`config.mk`:
```
export PLATFORM = sky130hd
export DESIGN_NAME = modular_arithmetic_unit
export DESIGN_NICKNAME = d
export VERILOG_FILES = /design/src/sv/mau_pkg.sv /design/src/sv/mau_datapath.sv /design/src/sv/mau_ctrl.sv /design/src/sv/modular_arithmetic_unit.sv
export SDC_FILE = /design/constraint.sdc
export NUM_CORES = 1
export LEC_CHECK = 0
export BUFFER_PORTS_ARGS = -buffer_cell sky130_fd_sc_hd__buf_2
export CAP_MARGIN = 20
export CORE_UTILIZATION = 55
export CTS_CLUSTER_SIZE = 8
export DETAILED_ROUTE_END_ITERATION = 7
export GPL_TIMING_DRIVEN = 0
export PLACE_DENSITY = 0.73
export SYNTH_ARGS = -nofsm -noshare
export SYNTH_HDL_FRONTEND = slang
export SYNTH_HIERARCHICAL = 1
export SYNTH_SLANG_ARGS = --single-unit
```
`constraint.sdc`:
```
create_clock -name clk -period 8.3 [get_ports clk]
set_input_delay 0.415 -clock clk [delete_from_list [all_inputs] [get_ports clk]]
set_output_delay 0.415 -clock clk [all_outputs]
set_load 0.005 [all_outputs]
```
`src/sv/mau_pkg.sv`:
```
`default_nettype none
// ---------------------------------------------------------------------------
// mau_pkg
// Types and constants shared by the modular arithmetic unit.
// ---------------------------------------------------------------------------
package mau_pkg;

  localparam int unsigned RES_W  = 31;   // internal residue width
  localparam int unsigned OUT_W  = 30;   // residue field width
  localparam int unsigned OPND_W = 30;
  localparam int unsigned RAW_W  = 32;
  localparam int unsigned EXP_W  = 31;
  localparam int unsigned MPL_W  = 32;   // multiplier operand width, bits scanned per product
  localparam int unsigned CNT_W  = 6;

  typedef enum logic [3:0] {
    FN_REDUCE  = 4'd0,
    FN_ADD     = 4'd1,
    FN_SUB     = 4'd2,
    FN_MUL     = 4'd3,
    FN_DIV     = 4'd4,
    FN_INVERSE = 4'd5,
    FN_POWER   = 4'd6,
    FN_LESS    = 4'd7,
    FN_EQUAL   = 4'd8
  } func_t;

  typedef enum logic [2:0] {
    MS_RED_A,
    MS_RED_B,
    MS_RED_RAW,
    MS_AB,
    MS_ACC_P,
    MS_P_P,
    MS_A_ACC
  } mul_sel_t;

  typedef enum logic [2:0] {
    RS_ACC,
    RS_RAW,
    RS_ADD,
    RS_SUB,
    RS_LESS,
    RS_EQUAL,
    RS_ZERO
  } res_sel_t;

  typedef enum logic [3:0] {
    ST_IDLE,
    ST_RED_A,
    ST_RED_B,
    ST_DISPATCH,
    ST_RED_RAW,
    ST_MUL_AB,
    ST_POW_INIT,
    ST_POW_STEP,
    ST_POW_SQR,
    ST_DIV_MUL,
    ST_WAIT,
    ST_FINISH
  } state_t;

  typedef struct packed {
    logic     load;
    logic     mul_start;
    mul_sel_t mul_sel;
    logic     pow_init;
    logic     pow_base_b;
    logic     pow_exp_fermat;
    logic     e_shift;
    logic     out_load;
    res_sel_t res_sel;
  } cmd_t;

  typedef struct packed {
    logic mul_done;
    logic e_zero;
    logic e_lsb;
  } status_t;

endpackage
`default_nettype wire

```
`src/sv/mau_datapath.sv`:
```
`default_nettype none
// ---------------------------------------------------------------------------
// mau_datapath
// Operand registers, bit-serial modular multiplier, exponent register and
// result register of the modular arithmetic unit.
// ---------------------------------------------------------------------------
module mau_datapath #(
  parameter int unsigned MODULUS = 998244353
) (
  input  wire logic                       clk,
  input  wire logic                       rst,
  input  wire logic [29:0]                operand_a,
  input  wire logic [29:0]                operand_b,
  input  wire logic signed [31:0]         raw_integer,
  input  wire logic [30:0]                exponent,
  input  wire mau_pkg::cmd_t              cmd,
  output mau_pkg::status_t                status,
  output logic [29:0]                     residue,
  output logic                            compare_flag
);
  import mau_pkg::*;

  localparam logic [RES_W-1:0] MOD_R   = RES_W'(MODULUS);
  localparam logic [MPL_W-1:0] MOD_M   = MPL_W'(MODULUS);
  localparam logic [EXP_W-1:0] FERMAT  = EXP_W'(MODULUS - 2);
  localparam logic [RES_W-1:0] ONE     = RES_W'(1);

  logic [OPND_W-1:0] a_in, b_in;
  logic [RAW_W-1:0]  raw;
  logic [EXP_W-1:0]  e_in, e_reg;
  logic [RES_W-1:0]  a_r, b_r, acc, p;

  logic [RES_W-1:0]  mcand, r;
  logic [MPL_W-1:0]  mplier;
  logic [CNT_W-1:0]  cnt;
  logic              busy, done;
  mul_sel_t          sel_q;

  logic [RES_W-1:0]  mcand_sel;
  logic [MPL_W-1:0]  mplier_sel, abs_raw, r2, r2c, t, tc;

  logic [MPL_W-1:0]  sum_ab, sub_ab;
  logic [RES_W-1:0]  res_mux;
  logic              flag_mux;

  assign abs_raw = raw[RAW_W-1] ? (~raw + MPL_W'(1)) : raw;

  always_comb begin
    mcand_sel  = ONE;
    mplier_sel = '0;
    case (cmd.mul_sel)
      MS_RED_A:   mplier_sel = MPL_W'(a_in);
      MS_RED_B:   mplier_sel = MPL_W'(b_in);
      MS_RED_RAW: mplier_sel = abs_raw;
      MS_AB:      begin mcand_sel = a_r; mplier_sel = MPL_W'(b_r); end
      MS_ACC_P:   begin mcand_sel = p;   mplier_sel = MPL_W'(acc); end
      MS_P_P:     begin mcand_sel = p;   mplier_sel = MPL_W'(p);   end
      MS_A_ACC:   begin mcand_sel = a_r; mplier_sel = MPL_W'(acc); end
      default:    mplier_sel = '0;
    endcase
  end

  // one multiplier bit a cycle: double, correct, add, correct
  always_comb begin
    r2  = {r, 1'b0};
    r2c = (r2 >= MOD_M) ? r2 - MOD_M : r2;
    t   = r2c + (mplier[MPL_W-1] ? MPL_W'(mcand) : '0);
    tc  = (t >= MOD_M) ? t - MOD_M : t;
  end

  always_ff @(posedge clk) begin
    if (rst) begin
      busy <= 1'b0;
      done <= 1'b0;
    end else begin
      done <= 1'b0;
      if (cmd.mul_start) begin
        busy <= 1'b1;
      end else if (busy && cnt == CNT_W'(1)) begin
        busy <= 1'b0;
        done <= 1'b1;
      end
    end
  end

  always_ff @(posedge clk) begin
    if (cmd.load) begin
      a_in <= operand_a;
      b_in <= operand_b;
      raw  <= raw_integer;
      e_in <= exponent;
    end
    if (cmd.mul_start) begin
      mcand  <= mcand_sel;
      mplier <= mplier_sel;
      r      <= '0;
      cnt    <= CNT_W'(MPL_W);
      sel_q  <= cmd.mul_sel;
    end else if (busy) begin
      r      <= tc[RES_W-1:0];
      mplier <= {mplier[MPL_W-2:0], 1'b0};
      cnt    <= cnt - CNT_W'(1);
      if (cnt == CNT_W'(1)) begin
        case (sel_q)
          MS_RED_A: a_r <= tc[RES_W-1:0];
          MS_RED_B: b_r <= tc[RES_W-1:0];
          MS_P_P:   p   <= tc[RES_W-1:0];
          default:  acc <= tc[RES_W-1:0];
        endcase
      end
    end
    if (cmd.pow_init) begin
      acc   <= ONE;
      p     <= cmd.pow_base_b ? b_r : a_r;
      e_reg <= cmd.pow_exp_fermat ? FERMAT : e_in;
    end else if (cmd.e_shift) begin
      e_reg <= e_reg >> 1;
    end
    if (cmd.out_load) begin
      residue      <= res_mux[OUT_W-1:0];
      compare_flag <= flag_mux;
    end
  end

  always_comb begin
    sum_ab   = MPL_W'(a_r) + MPL_W'(b_r);
    sub_ab   = (a_r >= b_r) ? MPL_W'(a_r) - MPL_W'(b_r)
                            : MPL_W'(a_r) + MOD_M - MPL_W'(b_r);
    res_mux  = '0;
    flag_mux = 1'b0;
    case (cmd.res_sel)
      RS_ACC:   res_mux = acc;
      RS_RAW:   res_mux = (raw[RAW_W-1] && acc != '0) ? MOD_R - acc : acc;
      RS_ADD:   res_mux = (sum_ab >= MOD_M) ? RES_W'(sum_ab - MOD_M) : RES_W'(sum_ab);
      RS_SUB:   res_mux = sub_ab[RES_W-1:0];
      RS_LESS:  flag_mux = (a_r < b_r);
      RS_EQUAL: flag_mux = (a_r == b_r);
      default:  res_mux = '0;
    endcase
  end

  assign status.mul_done = done;
  assign status.e_zero   = (e_reg == '0);
  assign status.e_lsb    = e_reg[0];

  ap_r_in_range: assert property (@(posedge clk) disable iff (rst)
    busy |-> (r < MOD_R))
    else $error("partial product out of range");
  ap_done_after_busy: assert property (@(posedge clk) disable iff (rst)
    done |-> $past(busy))
    else $error("multiplier done without a run");
  ap_no_restart: assert property (@(posedge clk) disable iff (rst)
    cmd.mul_start |-> !busy)
    else $error("multiplier started while busy");
  ap_acc_range: assert property (@(posedge clk) disable iff (rst)
    $past(cmd.out_load) && $past(cmd.res_sel) == RS_ACC |-> ({1'b0, residue} < MOD_R))
    else $error("result out of range");

endmodule
`default_nettype wire

```
`src/sv/mau_ctrl.sv`:
```
`default_nettype none
// ---------------------------------------------------------------------------
// mau_ctrl
// Sequencer of the modular arithmetic unit: operand reduction, operation
// dispatch, square-and-multiply loop and output handshake.
// ---------------------------------------------------------------------------
module mau_ctrl (
  input  wire logic              clk,
  input  wire logic              rst,
  input  wire logic              s_tvalid,
  output logic                   s_tready,
  input  wire logic [3:0]        func,
  output logic                   m_tvalid,
  input  wire logic              m_tready,
  input  wire mau_pkg::status_t  status,
  output mau_pkg::cmd_t          cmd
);
  import mau_pkg::*;

  state_t state, state_next, ret_state, ret_state_next;
  func_t  func_q;
  logic   out_valid, out_valid_next;

  always_ff @(posedge clk) begin
    if (rst) begin
      state     <= ST_IDLE;
      ret_state <= ST_IDLE;
      out_valid <= 1'b0;
    end else begin
      state     <= state_next;
      ret_state <= ret_state_next;
      out_valid <= out_valid_next;
    end
  end

  always_ff @(posedge clk) begin
    if (cmd.load) func_q <= func_t'(func);
  end

  always_comb begin
    state_next     = state;
    ret_state_next = ret_state;
    cmd            = '0;
    cmd.mul_sel    = MS_RED_A;
    cmd.res_sel    = RS_ZERO;
    s_tready       = (state == ST_IDLE);
    case (state)
      ST_IDLE: begin
        if (s_tvalid) begin
          cmd.load   = 1'b1;
          state_next = ST_RED_A;
        end
      end
      ST_RED_A: begin
        cmd.mul_start  = 1'b1;
        cmd.mul_sel    = MS_RED_A;
        ret_state_next = ST_RED_B;
        state_next     = ST_WAIT;
      end
      ST_RED_B: begin
        cmd.mul_start  = 1'b1;
        cmd.mul_sel    = MS_RED_B;
        ret_state_next = ST_DISPATCH;
        state_next     = ST_WAIT;
      end
      ST_DISPATCH: begin
        case (func_q)
          FN_REDUCE:  state_next = ST_RED_RAW;
          FN_MUL:     state_next = ST_MUL_AB;
          FN_DIV:     state_next = ST_POW_INIT;
          FN_INVERSE: state_next = ST_POW_INIT;
          FN_POWER:   state_next = ST_POW_INIT;
          default:    state_next = ST_FINISH;
        endcase
      end
      ST_RED_RAW: begin
        cmd.mul_start  = 1'b1;
        cmd.mul_sel    = MS_RED_RAW;
        ret_state_next = ST_FINISH;
        state_next     = ST_WAIT;
      end
      ST_MUL_AB: begin
        cmd.mul_start  = 1'b1;
        cmd.mul_sel    = MS_AB;
        ret_state_next = ST_FINISH;
        state_next     = ST_WAIT;
      end
      ST_POW_INIT: begin
        cmd.pow_init       = 1'b1;
        cmd.pow_base_b     = (func_q == FN_DIV);
        cmd.pow_exp_fermat = (func_q != FN_POWER);
        state_next         = ST_POW_STEP;
      end
      ST_POW_STEP: begin
        if (status.e_zero) begin
          state_next = (func_q == FN_DIV) ? ST_DIV_MUL : ST_FINISH;
        end else if (status.e_lsb) begin
          cmd.mul_start  = 1'b1;
          cmd.mul_sel    = MS_ACC_P;
          ret_state_next = ST_POW_SQR;
          state_next     = ST_WAIT;
        end else begin
          state_next = ST_POW_SQR;
        end
      end
      ST_POW_SQR: begin
        cmd.mul_start  = 1'b1;
        cmd.mul_sel    = MS_P_P;
        cmd.e_shift    = 1'b1;
        ret_state_next = ST_POW_STEP;
        state_next     = ST_WAIT;
      end
      ST_DIV_MUL: begin
        cmd.mul_start  = 1'b1;
        cmd.mul_sel    = MS_A_ACC;
        ret_state_next = ST_FINISH;
        state_next     = ST_WAIT;
      end
      ST_WAIT: begin
        if (status.mul_done) state_next = ret_state;
      end
      ST_FINISH: begin
        case (func_q)
          FN_REDUCE:  cmd.res_sel = RS_RAW;
          FN_ADD:     cmd.res_sel = RS_ADD;
          FN_SUB:     cmd.res_sel = RS_SUB;
          FN_MUL:     cmd.res_sel = RS_ACC;
          FN_DIV:     cmd.res_sel = RS_ACC;
          FN_INVERSE: cmd.res_sel = RS_ACC;
          FN_POWER:   cmd.res_sel = RS_ACC;
          FN_LESS:    cmd.res_sel = RS_LESS;
          FN_EQUAL:   cmd.res_sel = RS_EQUAL;
          default:    cmd.res_sel = RS_ZERO;
        endcase
        // hold until the output register is free
        if (!out_valid || m_tready) begin
          cmd.out_load = 1'b1;
          state_next   = ST_IDLE;
        end
      end
      default: state_next = ST_IDLE;
    endcase
  end

  always_comb begin
    out_valid_next = out_valid;
    if (cmd.out_load)  out_valid_next = 1'b1;
    else if (m_tready) out_valid_next = 1'b0;
  end

  assign m_tvalid = out_valid;

  ap_one_item: assert property (@(posedge clk) disable iff (rst)
    cmd.load |=> state == ST_RED_A)
    else $error("accept did not start reduction");
  ap_load_safe: assert property (@(posedge clk) disable iff (rst)
    cmd.out_load |-> (!out_valid || m_tready))
    else $error("result overwritten before taken");
  ap_wait_ret: assert property (@(posedge clk) disable iff (rst)
    state == ST_WAIT |-> ret_state != ST_WAIT && ret_state != ST_IDLE)
    else $error("bad return state");

endmodule
`default_nettype wire

```
`src/sv/modular_arithmetic_unit.sv`:
```
`default_nettype none
// ---------------------------------------------------------------------------
// modular_arithmetic_unit
// Modular arithmetic over a prime modulus: reduce, add, sub, mul, div,
// inverse, power and compare, on one shared bit-serial modular multiplier.
// ---------------------------------------------------------------------------
// Each modular product is a start, a scan of the 32 multiplier bits and a
// done handoff; both operands are reduced first, and power runs up to 62
// products. One item is in work at a time; the output register frees the
// input as soon as the result is loaded.
// Reset: synchronous, clears the sequencer and the output valid flag.
// ---------------------------------------------------------------------------
module modular_arithmetic_unit #(
  parameter int unsigned MODULUS = 998244353
) (
  input  wire logic          clk,
  input  wire logic          rst,
  input  wire logic          s_tvalid,
  output logic               s_tready,
  // operand_a[29:0], operand_b[59:30], raw_integer[91:60], exponent[122:92]
  input  wire logic [127:0]  s_tdata,
  // func[3:0]
  input  wire logic [3:0]    s_tuser,
  output logic               m_tvalid,
  input  wire logic          m_tready,
  // residue[29:0]
  output logic [31:0]        m_tdata,
  // compare_flag[0]
  output logic               m_tuser
);
  import mau_pkg::*;

  cmd_t        cmd;
  status_t     status;
  logic [29:0] residue;

  mau_ctrl u_ctrl (
    .clk      (clk),
    .rst      (rst),
    .s_tvalid (s_tvalid),
    .s_tready (s_tready),
    .func     (s_tuser),
    .m_tvalid (m_tvalid),
    .m_tready (m_tready),
    .status   (status),
    .cmd      (cmd)
  );

  mau_datapath #(.MODULUS(MODULUS)) u_dp (
    .clk          (clk),
    .rst          (rst),
    .operand_a    (s_tdata[29:0]),
    .operand_b    (s_tdata[59:30]),
    .raw_integer  (s_tdata[91:60]),
    .exponent     (s_tdata[122:92]),
    .cmd          (cmd),
    .status       (status),
    .residue      (residue),
    .compare_flag (m_tuser)
  );

  assign m_tdata = {2'b00, residue};

endmodule
`default_nettype wire

```
==> summary.md, run 1 <==
| Metric | Value |
|---|---|
| Clock root buffer | sky130_fd_sc_hd__clkbuf_16 |
| Global-route wire length before repair | 158.3 mm |
| Violation count after the first detailed-routing iteration | roughly 3,400 |
| Number of nets in the layout | approximately 3,800 |
| Count of input and output buffers | ~160 |
| Synthesized area | 29,860 um2 |
| Required time reported for the critical path endpoint | 8610 ps |
| Post-CTS setup buffer count | 0 |
| Cell class contributing the biggest share of worst-path delay | simple AND/OR/NAND/NOR gates |
| Timing-limited maximum frequency | approximately 130 MHz |
| Die span in y | 235.0 um |
| Startpoint class of the critical path | flop |
| TritonCTS clock tree | built |
| Transition time at the pin with the least slew margin | ~1200 ps |
| Effective utilization at floorplan | around 56% |
| Worst path bufs/invs | 2 |
| Grt ovf | 0 |
| CP Class | reg -> reg |
| Worst relative slew slack | approximately 22% |
| Clock input transition at the sequential cells of the worst setup and hold paths | 60 ps |
| Number of antenna violations at the first check in global routing | 4 |
| Maximum number of buffers from clock root to sink | 3 |
| Global routing usage summed across all routing layers | around 37% |
| Internal power contribution | 0.006681 W |
| Commonest non-fill, non-tap cell in the layout | sky130_fd_sc_hd__edfxtp_1 |
| Leading cell types in the layout, fill and taps excluded | sky130_fd_sc_hd__edfxtp_1 (348), sky130_fd_sc_hd__nor2_1 (270), sky130_fd_sc_hd__inv_1 (247) |
| Area added between synthesis and finish | 16.55% |
| Number of maximum-capacitance constraint violations | 0 |
| Highest net fanout along the worst path | 10 |
| H-Tree Depth | 2 |
| Post-Synthesis Cells | about 3,100 |
| Routed wire per std cell | 24.95 um |
| Count of boundary I/O pins | 171 |
| Part of the power in registers | ~31% |
| Compound-Gate Fraction of Synth Area | 20.17% |
| IR drop worst, VDD | about 0.0003 V |
| Final weighted congestion in routability-driven placement | between 1 and 1.5 |
| Multiplexer share of the synthesized area | roughly 3.7% |
| Final setup violating endpoints | 0 |
| HPWL after detailed placement | 79.73 mm |
| Largest registers | u_dp/mplier x32, u_dp/raw x32 |
| Placement-stage cell area | roughly 32,000 um2 |
| Simple-gate area share of the yosys netlist | approximately 16% |
| Sequential-to-total area share from yosys stat | between 40% and 50% |
| Switching power total | 0.005544 W |
| Antenna-violating nets left | 0 |
| Warning count from the yosys run | 6 |
| Fraction of power spent switching nets | a little under half |
| Post-synth EDFFs | 348 |
| Share of synthesized cell area in full adder, half adder and majority cells | 7.610% |
| Inst Count DP | around 4,000 |
| Initial DRT Pass Iterations | 8 |
| Core Area | 53,710 um2 |
| Top_reg_cell synth | sky130_fd_sc_hd__edfxtp_1 |
| Fill cell total of the finished layout | 4,277 |
| Combinational family with the most area after synthesis | compound AO/OA/AOI/OAI gates |
| Library cell with the largest summed area after synthesis | sky130_fd_sc_hd__edfxtp_1 |
| Total detailed-routing wirelength | between 100 and 150 mm |
| Number of cells in the finished layout apart from fillers | roughly 4,300 |
| Leakage power summed over all cells | 13.21 nW |
| Rows | between 80 and 90 |
| Mean cell area of the mapped netlist | ~9.5 um2 |
| Proportion of synthesized flip-flops having asynchronous set or reset | 0% |
| Number of distinct library cells after synthesis | about 110 |
| Endpoint kind of the worst setup timing path | flop |
| HP Class | in -> reg |
| Post-route clock skew | ~74 ps |
| Critical Path Max Stage Delay | roughly 630 ps |
| Clock latency on the worst-skew pair | approximately 650 ps |
| Cell types occupying the most area after synthesis | sky130_fd_sc_hd__edfxtp_1 (35%), sky130_fd_sc_hd__ha_1 (5.9%), sky130_fd_sc_hd__dfxtp_1 (5.5%), sky130_fd_sc_hd__xnor2_1 (4.1%), sky130_fd_sc_hd__a21oi_1 (3.5%) |
| Vias in the first global route | around 26,000 |
| TritonCTS Sinks | 430 |
| Share of Yosys cell area claimed by the top area cell type | a little over a third |
| Run status | complete, no violations |
| Arrival time reported for the critical path endpoint | around 7900 ps |
| Share of power burned in the clock network | a little under a fifth |
| Time the final worst path needs with I/O delays and setup | ~7600 ps |
| Non-Filler Cell Area, Final | between 30,000 and 40,000 um2 |
| DR vias | roughly 28,000 |
| Drt via density | 6.481 |
| Number of remaining DRC errors | 0 |
| Power per Cell Area | 351.3 nW/um2 |
| Cell Chain, Critical Path | or4_1, nor3_2, a31oi_1, o21bai_1, nand2_1, nand2_1, nor3_1, nand4b_1, nor2_1, xor2_1, ha_1, buf_2, nand4_1, or4_1, a211o_1, a31oi_1, a31oi_1, xnor2_2, a41oi_1, o31ai_4, buf_2, nand3_1, xor2_1, mux2i_1 |
| Xor and xnor fraction of the mapped netlist area | 6.068% |
| Area of the die | ~55,000 um2 |
| Max Transition Viols Final | 0 |
| Part of the power in combinational logic | around half |
| Final critical-path share of the clock period | between 90% and 100% |
| Number of failing hold endpoints at the final stage | 0 |
| Fraction of layout cells with a size suffix above 1 | roughly a tenth |
| Largest net degree at the start of global routing | 85 |
| Seq cells post-synth | 430 |
| Most numerous cell on the critical path | sky130_fd_sc_hd__a31oi_1 |
| Number of buffers created by CTS | 60 |
| Crit path max-delay cell type | sky130_fd_sc_hd__or4_1 |
| Die Wd | 235.0 um |
| Unrepaired setup endpoints after global routing | false |
worst reg2reg max path: stages, from the launching register on:
cell and delay (ps):
sky130_fd_sc_hd__dfxtp_1 360, sky130_fd_sc_hd__or4_1 630, sky130_fd_sc_hd__nor3_2 460, sky130_fd_sc_hd__a31oi_1 300, sky130_fd_sc_hd__o21bai_1 300, sky130_fd_sc_hd__nand2_1 220
sky130_fd_sc_hd__nand2_1 240, sky130_fd_sc_hd__nor3_1 130, sky130_fd_sc_hd__nand4b_1 200, sky130_fd_sc_hd__nor2_1 90, sky130_fd_sc_hd__xor2_1 160, sky130_fd_sc_hd__ha_1 280
sky130_fd_sc_hd__buf_2 170, sky130_fd_sc_hd__nand4_1 210, sky130_fd_sc_hd__or4_1 580, sky130_fd_sc_hd__a211o_1 340, sky130_fd_sc_hd__a31oi_1 340, sky130_fd_sc_hd__a31oi_1 230
sky130_fd_sc_hd__xnor2_2 330, sky130_fd_sc_hd__a41oi_1 300, sky130_fd_sc_hd__o31ai_4 220, sky130_fd_sc_hd__buf_2 340, sky130_fd_sc_hd__nand3_1 130, sky130_fd_sc_hd__xor2_1 560
sky130_fd_sc_hd__mux2i_1 160
synth_stat cells (15+ instances only):
master,n
sky130_fd_sc_hd__nand3b_1,18
sky130_fd_sc_hd__nor2_1,270
sky130_fd_sc_hd__o21a_1,20
sky130_fd_sc_hd__o31ai_1,23
sky130_fd_sc_hd__a21o_1,24
sky130_fd_sc_hd__nand2_1,155
sky130_fd_sc_hd__clkbuf_1,131
sky130_fd_sc_hd__nand3_1,64
sky130_fd_sc_hd__nand4_1,36
sky130_fd_sc_hd__o22ai_1,51
sky130_fd_sc_hd__ha_1,140
sky130_fd_sc_hd__or3_1,28
sky130_fd_sc_hd__o21bai_1,18
sky130_fd_sc_hd__buf_2,29
sky130_fd_sc_hd__a21oi_1,209
sky130_fd_sc_hd__dfxtp_1,82
sky130_fd_sc_hd__mux2i_1,103
sky130_fd_sc_hd__nor4_1,37
sky130_fd_sc_hd__inv_1,248
sky130_fd_sc_hd__a211oi_1,105
sky130_fd_sc_hd__xnor2_1,140
sky130_fd_sc_hd__nor2b_1,56
sky130_fd_sc_hd__fa_1,26
sky130_fd_sc_hd__a22o_1,31
sky130_fd_sc_hd__a221oi_1,18
sky130_fd_sc_hd__o21ai_0,118
sky130_fd_sc_hd__xor2_1,60
sky130_fd_sc_hd__a31oi_1,34
sky130_fd_sc_hd__or2_2,15
sky130_fd_sc_hd__edfxtp_1,348
sky130_fd_sc_hd__or4_1,25
sky130_fd_sc_hd__o22a_1,29
sky130_fd_sc_hd__o211ai_1,33
sky130_fd_sc_hd__nand2b_1,29
sky130_fd_sc_hd__and2_1,53
sky130_fd_sc_hd__nor3_1,70
cell families after synthesis:
logic type | Yosys count
simple gates | 929
compound gates | 874
flops | 430
buf+inv | 429
xor+xnor | 203
fa+ha+maj | 166
mux | 107
other cells | 1
power groups by stage:
stage                     Clock, W  Combinational (W)  Sequential, W
final                      0.00233            0.00616        0.00374
after global routing       0.00244            0.00655        0.00378
after CTS                  0.00233            0.00595        0.00369
after detailed placement         0            0.00585        0.00373
after global placement           0            0.00562        0.00377
after floorplan                  0            0.00406        0.00363
final timing paths:
kind / start / endpoint / slack, ps / cells past startpoint
worst max-delay path: u_dp/r[3] / u_dp/p[6] / 720 / 24
worst min-delay path: m_tready / u_ctrl/m_tvalid / 80 / 4
worst max register to register: u_dp/r[3] / u_dp/p[6] / 720 / 24
worst min register to register: u_ctrl/ret_state[3] / u_ctrl/ret_state[3] / 500 / 2
layout make-up:
cell class / instances / area [um2] / area share (%)
antenna: 1 / 2.502 / 0.007191
inverter: 250 / 945.9 / 2.718
multi-input combinational: 2281 / 16100 / 46.27
sequential: 430 / 12090 / 34.75
clock buffer: 108 / 1682 / 4.832
tap: 696 / 870.8 / 2.502
buffer: 179 / 749.5 / 2.154
timing repair buffer: 306 / 2260 / 6.493
clock inverter: 6 / 95.09 / 0.2733
repair_timing:
action | in CTS | in global routing
gates resized for setup | 0 | 0
endpoints found under the hold margin | 129 | 0
setup endpoints to repair | 0 | 0
hold buffers | 128 | 0
per-layer routing:
| metal | GRT usage [%] | part of all wire [%] |
|---|---|---|
| met4 | 13.40 | 3.8 |
| met3 | 7.531 | 11 |
| met1 | 50.89 | 40 |
| met5 | 0 | 0.011 |
| met2 | 59.52 | 45 |
per-stage QoR:
stage	hold WS [ps]	setup slack (ps)	total power [W]	setup TNS, ps	util (%)
after floorplan	450.6	1839	0.007685	0	-
after global placement	473.0	-1583	0.009387	-97620	58.74
after detailed placement	493.6	1093	0.009577	0	59.05
after CTS	59.65	978.8	0.01197	0	64.74
after global routing	121.1	420.0	0.01277	0	64.79
final	79.95	715.6	0.01223	0	64.79
(Power assumes the default switching activity.)
==> run 2, diff against run 1 <==
--- a/config.mk
+++ b/config.mk
@@ -11,6 +11,7 @@
 export CTS_CLUSTER_SIZE = 8
 export DETAILED_ROUTE_END_ITERATION = 7
 export GPL_TIMING_DRIVEN = 0
+export MAX_ROUTING_LAYER = met4
 export PLACE_DENSITY = 0.73
 export SYNTH_ARGS = -nofsm -noshare
 export SYNTH_HDL_FRONTEND = slang
==> constraint.sdc (replaced) <==
create_clock -name clk -period 7.52 [get_ports clk]
set_input_delay 0.376 -clock clk [delete_from_list [all_inputs] [get_ports clk]]
set_output_delay 0.376 -clock clk [all_outputs]
set_load 0.005 [all_outputs]
==> run 2 against run 1 <==
Net effect:
- critical path depth shrank 1
- sequential power up 10%
- the run now ends with design-rule violations left
- final area increased by 0.80%
- core utilization up 0.52 points
- flip-flop and latch count did not move
- largest cell class unchanged
- routed wire length is 2.8% higher
- die area stayed put
- sequential share of layout area down 0.28 points
- critical path type unchanged
- combinational power up 14%
==> summary.md, run 2 (synthesis gave the netlist of run 1 again) <==
| Metric | Value |
|---|---|
| Maximum number of buffers from clock root to sink | 3 (unchanged) |
| Rows | 85 (unchanged) |
| Vias in the first global route | 26,260 (+0.62%) |
| Non-Filler Cell Area, Final | 35,080 um2 (+0.80%) |
| Worst relative slew slack | 27.43% (+5.0 points) |
| Global routing usage summed across all routing layers | 39.66% (+2.2 points) |
| Die span in y | 235.0 um (unchanged) |
| Core Area | 53,710 um2 (unchanged) |
| H-Tree Depth | 2 (unchanged) |
| Detailed-routed wire length on met2 | 49.03 mm (+2.2%) |
| Leading cell types in the layout, fill and taps excluded | sky130_fd_sc_hd__edfxtp_1 (348), sky130_fd_sc_hd__nor2_1 (270), sky130_fd_sc_hd__inv_1 (247) |
| Total detailed-routing wirelength | 109.2 mm (+2.8%) |
| Highest net fanout along the worst path | 7 (-3) |
| Endpoint kind of the worst setup timing path | flop |
| Largest net degree at the start of global routing | 86 (+1.2%) |
| Number of maximum-capacitance constraint violations | 0 (unchanged) |
| Grt ovf | 0 (unchanged) |
| IR drop worst, VDD | 0.0003735 V (+25%) |
| Global-route wire length before repair | 161.3 mm (+1.9%) |
| Final critical-path share of the clock period | 96.11% (+4.7 points) |
| Fraction of layout cells with a size suffix above 1 | 10.55% (+0.60 points) |
| Number of remaining DRC errors | 2 (+2) |
| Violation count after the first detailed-routing iteration | 3,342 (-2.1%) |
| Final setup violating endpoints | 0 (unchanged) |
| Antenna-violating nets left | 0 (unchanged) |
| Effective utilization at floorplan | 55.59% (unchanged) |
| Die Wd | 235.0 um (unchanged) |
| Count of input and output buffers | 163 (unchanged) |
| HP Class | in -> reg |
| Count of boundary I/O pins | 171 (unchanged) |
| Placement-stage cell area | 31,740 um2 (about the same) |
| Number of nets in the layout | 3,815 (+0.13%) |
| Startpoint class of the critical path | flop |
| Commonest non-fill, non-tap cell in the layout | sky130_fd_sc_hd__edfxtp_1 |
| Largest registers | u_dp/mplier x32, u_dp/raw x32 |
| Post-route clock skew | 50.48 ps (-23.36 ps) |
| Final weighted congestion in routability-driven placement | 1.057 (+2.0%) |
| CP Class | reg -> reg |
| Number of failing hold endpoints at the final stage | 0 (unchanged) |
| Required time reported for the critical path endpoint | 7840 ps (-770 ps) |
| Run status | finished with violations |
| Final Power | 0.01384 W (+13%) |
| Clock input transition at the sequential cells of the worst setup and hold paths | 60 ps (about the same) |
| Time the final worst path needs with I/O delays and setup | 7228 ps (-356.8 ps) |
| TritonCTS clock tree | built |
| Clock root buffer | sky130_fd_sc_hd__clkbuf_16 |
| Number of antenna violations at the first check in global routing | 5 (+1) |
| HPWL after detailed placement | 81.58 mm (+2.3%) |
| Share of the core filled with cells in the final layout | 65.31% (+0.52 points) |
| Leakage power summed over all cells | 13.28 nW (+0.52%) |
| Initial DRT Pass Iterations | 8 (unchanged) |
| Total routed wire length on the met1 layer | 43.79 mm (+2.4%) |
| Arrival time reported for the critical path endpoint | 7540 ps (-350 ps) |
| Max Transition Viols Final | 0 (unchanged) |
| Met3 Routed Length | 12.24 mm (+6.7%) |
| Area of the die | 55,220 um2 (unchanged) |
| Sum Neg Setup Slack | 0 ps (unchanged) |
| Area added between synthesis and finish | 17.49% |
| Unrepaired setup endpoints after global routing | false |
| Routed wire per std cell | 25.61 um (+2.7%) |
| Failing checks | design-rule violations |
| Number of buffers created by CTS | 60 (unchanged) |
| Clock latency on the worst-skew pair | 640 ps (about the same) |
| Timing-limited maximum frequency | 138.4 MHz (+4.9%) |
| Drt via density | 6.487 (about the same) |
| DR vias | 27,650 (+0.24%) |
| Power per Cell Area | 394.6 nW/um2 (+12%) |
| Highest metal layer with signal wires | met4 |
| TritonCTS Sinks | 430 (unchanged) |
| Transition time at the pin with the least slew margin | 1088 ps (-74.80 ps) |
## run 2: cell count changes in the layout (fill, tap and decap cells not counted), sizes merged
cell,before,now
clkdlybuf4s18,0,1
diode,1,2
clkinv,6,3
dlymetal6s2s,1,0
bufinv,0,2
buf,223,229
## run 2: repair_timing
action / 4_1_cts / 5_1_grt
gates resized for setup: 0 / 22
endpoints found under the hold margin: 130 / 0
endpoints found under the setup margin: 0 / 140
setup buffers: 0 / 5
hold buffers: 128 / 0
## run 2: path summary, 6_finish.rpt
path / cells past startpoint / start / slack, ps / endpoint
worst max-delay path: 23 / u_dp/r[16] / 290 / u_dp/p[5]
worst min-delay path: 4 / m_tready / 60 / u_ctrl/m_tvalid
worst max register to register: 23 / u_dp/r[16] / 290 / u_dp/p[5]
worst min register to register: 2 / u_ctrl/ret_state[3] / 490 / u_ctrl/ret_state[3]
## run 2: critical path, stage by stage (launching register included)
cell and delay [ps]:
sky130_fd_sc_hd__dfxtp_1 360, sky130_fd_sc_hd__or4_1 630, sky130_fd_sc_hd__nor4b_4 430, sky130_fd_sc_hd__a31oi_2 220
sky130_fd_sc_hd__o21bai_2 220, sky130_fd_sc_hd__nand2_1 200, sky130_fd_sc_hd__nand2_1 210, sky130_fd_sc_hd__nor3_1 130
sky130_fd_sc_hd__nand4b_1 210, sky130_fd_sc_hd__nor2_1 90, sky130_fd_sc_hd__xor2_1 160, sky130_fd_sc_hd__ha_1 280
sky130_fd_sc_hd__buf_2 190, sky130_fd_sc_hd__nand4_1 210, sky130_fd_sc_hd__or4_1 590, sky130_fd_sc_hd__a211o_1 360
sky130_fd_sc_hd__a31oi_1 370, sky130_fd_sc_hd__a31oi_1 240, sky130_fd_sc_hd__xnor2_2 280, sky130_fd_sc_hd__a41oi_2 240
sky130_fd_sc_hd__o31a_2 260, sky130_fd_sc_hd__or4_4 580, sky130_fd_sc_hd__xnor2_4 300, sky130_fd_sc_hd__mux2i_1 130
## run 2: layer usage
layer	vias to the layer above	global-route usage, %
met2	1676	60.79
li1	12380	-
met5	-	-
met3	256	7.953
met4	0	13.62
met1	13340	52.37
## run 2: final cells by class
type                       instances  area, um2
clock inverter                     5      140.1
timing repair buffer             311       2310
multi-input combinational       2281      16270
inverter                         250      945.9
buffer                           179      749.5
tap                              696      870.8
antenna                            2      5.005
sequential                       430      12090
clock buffer                     109       1695
fill                            4205      18630
## run 2: stage by stage
stage               hold WS, ps  cells  setup WS [ps]
floorplan                 448.4   3140           1059
global placement          476.9   3999          -2382
detailed placement        482.1   4012          320.9
CTS                       20.28   4254          233.0
global route              77.05   4263          22.54
finish                    59.51   4263          292.4
## run 2: power breakdown
group	switching, W	internal (W)
clock network	0.00108	0.00158
logic	0.00473	0.00232
registers	0.000468	0.00366
total	0.00628	0.00756
